[src/hw/rtl/brr_pkg.sv]
// ---------------------------------------------------------------------------
// brr_pkg
// Widths, register indexes and shared types of the bitmap run-region extractor.
// ---------------------------------------------------------------------------
package brr_pkg;

    localparam int PAGE_BITS     = 36;
    localparam int OFFSET_BITS   = 48;
    localparam int CNT_BITS      = PAGE_BITS - 3;
    localparam int ESIZE_BITS    = 21;
    localparam int PROD_BITS     = PAGE_BITS + ESIZE_BITS;
    localparam int CFG_DATA_BITS = 48;
    localparam int CFG_IDX_BITS  = 3;

    localparam logic [CFG_IDX_BITS-1:0] REG_MSB_FIRST    = 3'd0;
    localparam logic [CFG_IDX_BITS-1:0] REG_WINDOW_START = 3'd1;
    localparam logic [CFG_IDX_BITS-1:0] REG_WINDOW_END   = 3'd2;
    localparam logic [CFG_IDX_BITS-1:0] REG_BASE_OFFSET  = 3'd3;
    localparam logic [CFG_IDX_BITS-1:0] REG_ELEMENT_SIZE = 3'd4;

    localparam logic [ESIZE_BITS-1:0] ESIZE_RESET = 21'd4096;

    typedef struct packed {
        logic                  msb_first;
        logic [PAGE_BITS-1:0]  window_start;
        logic [PAGE_BITS-1:0]  window_end;
        logic [ESIZE_BITS-1:0] element_size;
    } cfg_t;

    typedef struct packed {
        logic [PAGE_BITS-1:0] start;
        logic [PAGE_BITS-1:0] count;
        logic                 last;
    } region_t;

endpackage

[src/hw/rtl/brr_scan.sv]
// ---------------------------------------------------------------------------
// brr_scan
// Holds one bitmap byte, finds the runs that close in it and hands them out
// one per cycle while r_ready is high; keeps the open-run state and the byte counter.
// ---------------------------------------------------------------------------
module brr_scan (
    input  logic                                aclk,
    input  logic                                aresetn,
    input  brr_pkg::cfg_t                       cfg,
    input  logic                                restart,
    input  logic                                s_valid,
    output logic                                s_ready,
    input  logic [7:0]                          s_bitmap_byte,
    output logic                                r_valid,
    input  logic                                r_ready,
    output brr_pkg::region_t                    r_region
);
    import brr_pkg::*;

    function automatic logic [2:0] low_index(input logic [7:0] v);
        logic [2:0] idx;
        idx = '0;
        for (int i = 7; i >= 0; i--) begin
            if (v[i]) begin
                idx = 3'(i);
            end
        end
        return idx;
    endfunction

    function automatic logic [2:0] high_index(input logic [7:0] v);
        logic [2:0] idx;
        idx = '0;
        for (int i = 0; i < 8; i++) begin
            if (v[i]) begin
                idx = 3'(i);
            end
        end
        return idx;
    endfunction

    logic [7:0]           byte_reg;
    logic [CNT_BITS-1:0]  base_reg;
    logic                 valid_reg;
    logic [7:0]           done_reg;
    logic [CNT_BITS-1:0]  counter_reg;
    logic                 in_run_reg;
    logic [PAGE_BITS-1:0] run_begin_reg;

    logic [7:0]           bits;
    logic [7:0]           above_start;
    logic [7:0]           below_end;
    logic [7:0]           live;
    logic [7:0]           prev;
    logic [7:0]           fall;
    logic [7:0]           rise;
    logic [7:0]           pend;
    logic [2:0]           end_idx;
    logic [7:0]           early_mask;
    logic [7:0]           early_rise;
    logic [2:0]           begin_idx;
    logic [PAGE_BITS-1:0] begin_page;
    logic [PAGE_BITS-1:0] end_page;
    logic                 last;
    logic                 emit;
    logic                 retire;
    logic                 in_run_next;
    logic [PAGE_BITS-1:0] run_begin_next;

    always_comb begin
        for (int i = 0; i < 8; i++) begin
            bits[i] = cfg.msb_first ? byte_reg[7-i] : byte_reg[i];
            above_start[i] = (base_reg > cfg.window_start[PAGE_BITS-1:3]) ||
                             ((base_reg == cfg.window_start[PAGE_BITS-1:3]) &&
                              (3'(i) >= cfg.window_start[2:0]));
            below_end[i]   = (base_reg < cfg.window_end[PAGE_BITS-1:3]) ||
                             ((base_reg == cfg.window_end[PAGE_BITS-1:3]) &&
                              (3'(i) < cfg.window_end[2:0]));
        end
    end

    assign live = bits & above_start & below_end;
    assign prev = {live[6:0], in_run_reg};
    assign fall = ~live & prev;
    assign rise = live & ~prev;
    assign pend = fall & ~done_reg;

    assign end_idx    = low_index(pend);
    assign early_mask = (8'd1 << end_idx) - 8'd1;
    assign early_rise = rise & early_mask;
    assign begin_idx  = high_index(early_rise);
    assign begin_page = (|early_rise) ? {base_reg, begin_idx} : run_begin_reg;
    assign end_page   = {base_reg, end_idx};
    assign last       = (pend & (pend - 8'd1)) == 8'd0;

    assign r_valid         = valid_reg && (|pend);
    assign r_region.start  = begin_page;
    assign r_region.count  = end_page - begin_page;
    assign r_region.last   = last;

    assign emit    = r_valid && r_ready;
    assign retire  = valid_reg && (!(|pend) || (r_ready && last));
    assign s_ready = !valid_reg || retire;

    assign in_run_next    = live[7];
    assign run_begin_next = (|rise) ? {base_reg, high_index(rise)} : run_begin_reg;

    always_ff @(posedge aclk) begin
        if (!aresetn) begin
            valid_reg     <= 1'b0;
            done_reg      <= '0;
            counter_reg   <= '0;
            in_run_reg    <= 1'b0;
            run_begin_reg <= '0;
        end else if (restart) begin
            counter_reg   <= '0;
            in_run_reg    <= 1'b0;
            run_begin_reg <= '0;
        end else begin
            if (retire) begin
                in_run_reg    <= in_run_next;
                run_begin_reg <= run_begin_next;
            end
            if (s_valid && s_ready) begin
                valid_reg   <= 1'b1;
                done_reg    <= '0;
                counter_reg <= counter_reg + 1'b1;
            end else if (retire) begin
                valid_reg <= 1'b0;
            end else if (emit) begin
                done_reg <= done_reg | (8'd1 << end_idx);
            end
        end
    end

    always_ff @(posedge aclk) begin
        if (s_valid && s_ready) begin
            byte_reg <= s_bitmap_byte;
            base_reg <= counter_reg;
        end
    end

endmodule

[src/hw/rtl/brr_emit.sv]
// ---------------------------------------------------------------------------
// brr_emit
// Region pipeline: capture, size product, then file offset assignment into
// the result register.
// ---------------------------------------------------------------------------
module brr_emit (
    input  logic                                aclk,
    input  logic                                aresetn,
    input  logic [brr_pkg::ESIZE_BITS-1:0]      element_size,
    input  logic                                restart,
    input  logic [brr_pkg::OFFSET_BITS-1:0]     base_offset,
    input  logic                                r_valid,
    output logic                                r_ready,
    input  brr_pkg::region_t                    r_region,
    output logic                                m_valid,
    input  logic                                m_ready,
    output logic [brr_pkg::PAGE_BITS-1:0]       m_region_start,
    output logic [brr_pkg::PAGE_BITS-1:0]       m_region_count,
    output logic [brr_pkg::OFFSET_BITS-1:0]     m_region_offset,
    output logic                                m_last_of_item
);
    import brr_pkg::*;

    logic                   a_valid_reg;
    region_t                a_reg;
    logic                   b_valid_reg;
    region_t                b_reg;
    logic [OFFSET_BITS-1:0] prod_reg;
    logic                   out_valid_reg;
    region_t                out_reg;
    logic [OFFSET_BITS-1:0] out_offset_reg;
    logic [OFFSET_BITS-1:0] acc_reg;

    logic                   out_ready;
    logic                   b_ready;
    logic [PROD_BITS-1:0]   prod_full;

    assign out_ready = !out_valid_reg || m_ready;
    assign b_ready   = !b_valid_reg || out_ready;
    assign r_ready   = !a_valid_reg || b_ready;

    assign prod_full = PROD_BITS'(a_reg.count) * PROD_BITS'(element_size);

    always_ff @(posedge aclk) begin
        if (!aresetn) begin
            a_valid_reg   <= 1'b0;
            b_valid_reg   <= 1'b0;
            out_valid_reg <= 1'b0;
            acc_reg       <= '0;
        end else begin
            if (r_ready) begin
                a_valid_reg <= r_valid;
            end
            if (b_ready) begin
                b_valid_reg <= a_valid_reg;
            end
            if (out_ready) begin
                out_valid_reg <= b_valid_reg;
            end
            if (restart) begin
                acc_reg <= base_offset;
            end else if (out_ready && b_valid_reg) begin
                acc_reg <= acc_reg + prod_reg;
            end
        end
    end

    always_ff @(posedge aclk) begin
        if (r_ready && r_valid) begin
            a_reg <= r_region;
        end
        if (b_ready && a_valid_reg) begin
            b_reg    <= a_reg;
            prod_reg <= prod_full[OFFSET_BITS-1:0];
        end
        if (out_ready && b_valid_reg) begin
            out_reg        <= b_reg;
            out_offset_reg <= acc_reg;
        end
    end

    assign m_valid         = out_valid_reg;
    assign m_region_start  = out_reg.start;
    assign m_region_count  = out_reg.count;
    assign m_region_offset = out_offset_reg;
    assign m_last_of_item  = out_reg.last;

endmodule

[src/hw/rtl/bitmap_to_run_regions.sv]
// The first region of a byte passes the byte, capture, product and result registers in turn.
// Throughput: one byte per cycle unless stalled or a byte closes more than one run (at most 4).
// The scan register serializes closed runs; the offset adder updates once per region.
// Reset (aresetn, synchronous, active low) clears all control state and the
// configuration (element size back to 4096); no clearing pass is needed.
// ---------------------------------------------------------------------------
// bitmap_to_run_regions
// Turns a byte stream of a page bitmap into runs of set pages inside a
// window, each with its page start, length and file offset.
// ---------------------------------------------------------------------------
module bitmap_to_run_regions (
    input  logic                                aclk,
    input  logic                                aresetn,
    input  logic                                cfg_wen,
    input  logic [brr_pkg::CFG_IDX_BITS-1:0]    cfg_addr,
    input  logic [brr_pkg::CFG_DATA_BITS-1:0]   cfg_wdata,
    input  logic                                s_valid,
    output logic                                s_ready,
    input  logic [7:0]                          s_bitmap_byte,
    output logic                                m_valid,
    input  logic                                m_ready,
    output logic [brr_pkg::PAGE_BITS-1:0]       m_region_start,
    output logic [brr_pkg::PAGE_BITS-1:0]       m_region_count,
    output logic [brr_pkg::OFFSET_BITS-1:0]     m_region_offset,
    output logic                                m_last_of_item
);
    import brr_pkg::*;

    cfg_t    cfg_reg;
    logic    restart;
    logic    r_valid;
    logic    r_ready;
    region_t r_region;

    assign restart = cfg_wen && (cfg_addr == REG_BASE_OFFSET);

    always_ff @(posedge aclk) begin
        if (!aresetn) begin
            cfg_reg.msb_first    <= 1'b0;
            cfg_reg.window_start <= '0;
            cfg_reg.window_end   <= '0;
            cfg_reg.element_size <= ESIZE_RESET;
        end else if (cfg_wen) begin
            unique case (cfg_addr)
                REG_MSB_FIRST: begin
                    cfg_reg.msb_first <= cfg_wdata[0];
                end
                REG_WINDOW_START: begin
                    cfg_reg.window_start <= cfg_wdata[PAGE_BITS-1:0];
                end
                REG_WINDOW_END: begin
                    cfg_reg.window_end <= cfg_wdata[PAGE_BITS-1:0];
                end
                REG_ELEMENT_SIZE: begin
                    cfg_reg.element_size <= cfg_wdata[ESIZE_BITS-1:0];
                end
                default: begin
                end
            endcase
        end
    end

    brr_scan u_scan (
        .aclk          (aclk),
        .aresetn       (aresetn),
        .cfg           (cfg_reg),
        .restart       (restart),
        .s_valid       (s_valid),
        .s_ready       (s_ready),
        .s_bitmap_byte (s_bitmap_byte),
        .r_valid       (r_valid),
        .r_ready       (r_ready),
        .r_region      (r_region)
    );

    brr_emit u_emit (
        .aclk            (aclk),
        .aresetn         (aresetn),
        .element_size    (cfg_reg.element_size),
        .restart         (restart),
        .base_offset     (cfg_wdata[OFFSET_BITS-1:0]),
        .r_valid         (r_valid),
        .r_ready         (r_ready),
        .r_region        (r_region),
        .m_valid         (m_valid),
        .m_ready         (m_ready),
        .m_region_start  (m_region_start),
        .m_region_count  (m_region_count),
        .m_region_offset (m_region_offset),
        .m_last_of_item  (m_last_of_item)
    );

endmodule

[config.mk]
export PLATFORM = sky130hd
export DESIGN_NAME = bitmap_to_run_regions
export DESIGN_NICKNAME = d
export VERILOG_FILES = /design/src/hw/rtl/brr_pkg.sv /design/src/hw/rtl/brr_scan.sv /design/src/hw/rtl/brr_emit.sv /design/src/hw/rtl/bitmap_to_run_regions.sv
export SDC_FILE = /design/constraint.sdc
export NUM_CORES = 2
export LEC_CHECK = 0
export BUFFER_PORTS_ARGS = -buffer_cell sky130_fd_sc_hd__buf_2
export CAP_MARGIN = 20
export CORE_MARGIN = 2
export CORE_UTILIZATION = 50
export CTS_CLUSTER_SIZE = 16
export DETAILED_ROUTE_END_ITERATION = 10
export MAX_ROUTING_LAYER = met4
export PLACE_DENSITY = 0.75
export SKIP_CTS_REPAIR_TIMING = 1
export SLEW_MARGIN = 30
export SYNTH_ARGS = -nofsm -noshare
export SYNTH_HDL_FRONTEND = slang
export SYNTH_HIERARCHICAL = 1
export SYNTH_SLANG_ARGS = --single-unit
[constraint.sdc]
create_clock -name aclk -period 22.2 [get_ports aclk]
set_input_delay 1.11 -clock aclk [delete_from_list [all_inputs] [get_ports aclk]]
set_output_delay 1.11 -clock aclk [all_outputs]
set_load 0.03 [all_outputs]
Yosys cells after proc, flatten, opt, wreduce, memory -nomap -nowiden
Index checks and enable logic that the tools add are counted.
{"block": "classes", "addsub": 5, "muxes": 38, "n_reduce_logical": 66, "shift": 1, "n_mul": 1, "eq_ne": 7, "n_lt_le_gt_ge": 18, "n_bitwise": 13}
{"op": "$mux W48", "n": 2}
{"op": "$eq A33 B33 Y1", "n": 2}
{"op": "$and A8 B8 Y8", "n": 7}
{"op": "$add A48 B48 Y48", "n": 1}
{"op": "$mul A36 B21 Y48", "n": 1}
{"op": "$mux W3", "n": 16}
{"op": "$mux W36", "n": 1}
{"op": "$sub A36 B36 Y36", "n": 1}
{"op": "$add A33 B1 Y33 const B", "n": 1}
{"op": "$gt A33 B33 Y1", "n": 1}
{"op": "$lt A33 B33 Y1", "n": 1}
{"op": "$logic_and A1 B1 Y1", "n": 24}
{"op": "$mux W8", "n": 3}
{"op": "$not A8 Y8", "n": 3}
{"op": "$reduce_or A8 Y1", "n": 3}
{"op": "$logic_or A1 B1 Y1", "n": 21}
{"op": "$sub A8 B1 Y8 const B", "n": 2}
{"op": "$ge A3 B3 Y1 const A", "n": 4}
{"op": "$lt A3 B3 Y1 const A", "n": 4}
{"op": "$mux W1", "n": 12}
{"op": "$reduce_and A2 Y1", "n": 6}
{"op": "$logic_not A8 Y1", "n": 1}
{"op": "$mux W2", "n": 4}
{"op": "$or A8 B8 Y8", "n": 1}
{"op": "15 further kinds", "n": 27}
{"block": "word_totals", "reg_bits": 580, "out_inout_bits": 123, "input_bits": 64}

Depth between registers and ports, before layout
{"block": "depth", "word_depth": 28, "ltp_mapped": 34, "ltp_nobuf": 32}

Hierarchy
The synthesis kept the hierarchy.
{"mod": "brr_emit", "area_per_inst_um2": 36583.8, "cells_each": 3533, "n_inst": 1}
{"mod": "brr_scan", "area_per_inst_um2": 9799.4, "cells_each": 1135, "n_inst": 1}
{"mod": "bitmap_to_run_regions", "area_per_inst_um2": 3574.7, "cells_each": 350, "n_inst": 1}

Worst setup path before layout
No wires, ideal clock.
{"block": "synth_timing", "kind": "input-to-reg", "start": "input port m_ready", "end": "register u_emit/b_reg[0] (netlist bit), enable pin", "arrival_time_ps": 9946, "slack_ps": 11468, "stages": 2, "n_path_buf": 0, "path_cell_list": "nor2b_1 a21boi_0"}
{"block": "synth_via", "elab_chain_len": 3}
{"element": "start: declaration", "line_no": "bitmap_to_run_regions.sv:21", "rtl": "input logic m_ready,"}
{"element": "$logic_or A1 B1 Y1", "line_no": "brr_emit.sv:38", "rtl": "assign out_ready = !out_valid_reg || m_ready;"}
{"element": "$logic_or A1 B1 Y1", "line_no": "brr_emit.sv:39", "rtl": "assign b_ready = !b_valid_reg || out_ready;"}
{"element": "$logic_and A1 B1 Y1", "line_no": "brr_emit.sv:72", "rtl": "if (b_ready && a_valid_reg) begin"}
{"element": "end signal: assignment", "line_no": "brr_emit.sv:73", "rtl": "b_reg <= a_reg;"}
{"element": "end: declaration", "line_no": "brr_emit.sv:27", "rtl": "region_t b_reg;"}
No other way between the ends.
A chain may end at the register's enable or synchronous reset.

==> impl_metrics.csv <==
group,metric,value,unit
sta,finalHoldViolCount,0,
finish,fin_nets,6028,
cts,clk_latency,0.67,ns
floorplan,fp.coreArea,98700,µm²
global_routing,overflow,0,
cts,cts_buffer_depth,3,
setup_path,crit_slowest_cell,"nor4_1",
sta,final_max_slew_viol_count,0,
flow_run,cap_violations,0,
cts,cts-root-buf,"clkbuf_16",
floorplan,die-area,102000,µm²
synth,postSynthRegisterBits,580,
power_and_ir_drop,power.density,64.7,nW/µm²
power_and_ir_drop,max-vdd-ir-drop,0.0607,mV
global_routing,gr-usage-all-layers,29.1,%
cts,cts_tree,"done",
setup_path,setup.worst_path.start_class,"flop",
global_routing,antenna_found_initial,7,
synth,syn_nets,5963,
sta,worst_hold_slack,0.396,ns
synth,ys_seq_area_share,30.4,%
synth,ys_types,108,
finish,area_growth,8.57,%
routing,viasPerCell,5.73,
synth,yosysWarnings,6,
synth,synth_edf_count,356,
power_and_ir_drop,p_leak,23.9,nW
cts,numCtsBuffers,67,
place,hpwl,105000,µm
power_and_ir_drop,p_sw,1.22,mW
sta,worst_pin_slew,1.02,ns
floorplan,row_count,115,
power_and_ir_drop,comb_power_share,30.8,%
outcome,status,"finished, final reports clean",
routing,route.detailed.drc,0,
setup_path,cp.required,22.54,ns
power_and_ir_drop,swShare,34.8,%
setup_path,path_class,"reg2reg",
setup_path,cp-end-kind,"flop",
synth,synth_top_cell_by_area,"fa_1",
synth,synthTopCellsByArea,"fa_1 (24%), edfxtp_1 (21%), dfxtp_1 (9.0%)",
global_routing,grt_pass1_wl,221000,µm
sta,post-route-period-util,44.8,%
setup_path,slowest_delay,0.78,ns
routing,drt_iter0_drc,3183,
routing,vias,36813,
floorplan,start_util,50.6,%
setup_path,critical_path_peak_fanout,50,
setup_path,critPathArrivalTime,10.29,ns
power_and_ir_drop,clkPwrFrac,32.7,%
synth,synth.avg_cell_area,9.96,µm²
sta,period_needed,9.95,ns
synth,synthArstFlopShare,0,%
finish,largest_reg_flops,94,
synth,synth-main-ff-cell,"edfxtp_1",
cts,numClockSinks,580,
routing,ant_nets,0,
place,gp_congestion,0.979,
floorplan,die_height,320,µm
global_routing,grt_pass1_vias,37620,
sta,finalSetupTns,0,ns
power_and_ir_drop,intPower,2.29,mW
synth,synth_area,50000,µm²
sta,fin_skew,0.0661,ns
routing,routed_wl,143000,µm
cts,clkTransAtPathRegs,0.06,ns
finish,drive_gt1_share,8.72,%
cts,cts-htree-levels,3,
sta,slew-limit-headroom,31.8,%
routing,first_pass_iters,7,
global_routing,grt_max_degree,99,
routing,wire_per_inst,22.2,µm
synth,synth_top_area_share,24.5,%
hold_path,hold_path_class,"reg2reg",
sta,setup_ws,12.25,ns
sta,max_clock_freq,101,MHz
place,dp_slack,12.61,ns
sta,setup_viol_count_final,0,
synth,synth_cells,5018,
place,port_buffers,186,
floorplan,fp.dieW,320,µm
power_and_ir_drop,seq_power_share,36.5,%
finish,utilization,54.9,%
sta,rsz0062_at_grt,"no",
floorplan,pin_count,187,
layout by cell type (no fill, tap or decap), types with 89 or more instances in the layout:
master and count:
nand2_1 673, edfxtp_1 356, xnor2_1 91, inv_1 787, mux2i_1 163, a21oi_1 197, o21ai_0 132, and2_1 385
nor2_1 121, dfxtp_1 217, nand3_1 89, buf_2 185, fa_1 611, ha_1 270
metrics by stage:
step | power, mW | area (µm²) | cells
6_report | 3.51 | 54200 | 6426
5_1_grt | 3.67 | 54200 | 6425
4_1_cts | 3.52 | 54200 | 6423
3_5_place_dp | 2.35 | 51900 | 6301
3_3_place_gp | 2.34 | 51900 | 6300
2_1_floorplan | 2.01 | 50000 | 5018
power groups by stage:
stage	clock network (mW)	registers, mW	logic, mW
3_3_place_gp	0	1.30	1.04
3_5_place_dp	0	1.30	1.05
6_report	1.15	1.28	1.08
2_1_floorplan	0	1.28	0.729
5_1_grt	1.21	1.28	1.18
4_1_cts	1.17	1.28	1.07
critical path: cells and delay by family (launching register included):
| family | cells | cell delay, ns |
|---|---|---|
| buffers and inverters | 3 | 1.15 |
| AND/OR/NAND/NOR | 6 | 2.12 |
| multiplexers | 1 | 0.30 |
| adder cells (fa/ha/maj) | 3 | 0.97 |
| flip-flops | 1 | 0.50 |
| XOR/XNOR | 1 | 0.12 |
| AO/OA/AOI/OAI | 16 | 4.41 |
logic make-up (layout without fill, tap and decap cells):
group / after synthesis / after routing / synth area share [%]
adder cells (fa/ha/maj): 882 / 882 / 31.3
multiplexers: 203 / 203 / 4.31
other: 0 / 3 / 0
AO/OA/AOI/OAI: 647 / 647 / 8.48
AND/OR/NAND/NOR: 1540 / 1540 / 15.2
buffers and inverters: 1043 / 1161 / 8.17
XOR/XNOR: 123 / 123 / 2.16
flip-flops: 580 / 580 / 30.4
synth_stat cells, types with 6 or more instances:
master	instances
a31o_2	6
clkbuf_1	207
edfxtp_1	356
buf_6	7
nand3_1	89
o21ai_0	132
a311oi_1	9
a211o_1	8
nor4b_1	7
or2_2	8
mux2i_1	163
xor2_1	32
buf_2	24
xnor2_1	91
nand4_1	44
nor3_1	42
or3_1	9
and4_1	9
nor2b_1	21
buf_4	9
nor2_1	122
and2_1	385
o31ai_1	11
and3_1	21
nand2_1	673
o21ai_1	6
dfxtp_1	224
a21oi_1	197
fa_1	611
a211oi_1	25
o211ai_1	17
mux2_2	16
inv_1	787
nor4_1	31
o21a_1	29
ha_1	270
a21o_1	71
a31oi_1	24
mux2_4	19
nand2b_1	46
o22ai_1	6
o21bai_1	19
routing by layer:
layer	vias up	GRT usage (%)	part of all wire, %
met2	1518	46.6	48
met4	0	11.6	4.3
met5	-	-	0
met3	356	4.14	7.3
met1	18494	37.4	40
li1	16445	-	-
final timing paths:
kind | from | end | slack (ns) | depth (start not counted)
min | u_emit/a_reg[50] | u_emit/b_reg[50] | 0.40 | 0
min reg2reg | u_emit/a_reg[50] | u_emit/b_reg[50] | 0.40 | 0
max reg2reg | u_scan/base_reg[31] | u_emit/a_reg[33] | 12.25 | 30
max | u_scan/base_reg[31] | u_emit/a_reg[33] | 12.25 | 30
area by class of cell:
cell class	count	area (µm²)
fill	8572	44500
multi-input combinational	3395	30800
sequential	580	15200
inverter	790	2970
clock buffer	83	1780
tap	1287	1610
timing repair buffer	249	1410
clock inverter	39	498
antenna	3	7.51
(Power assumes the default switching activity.)
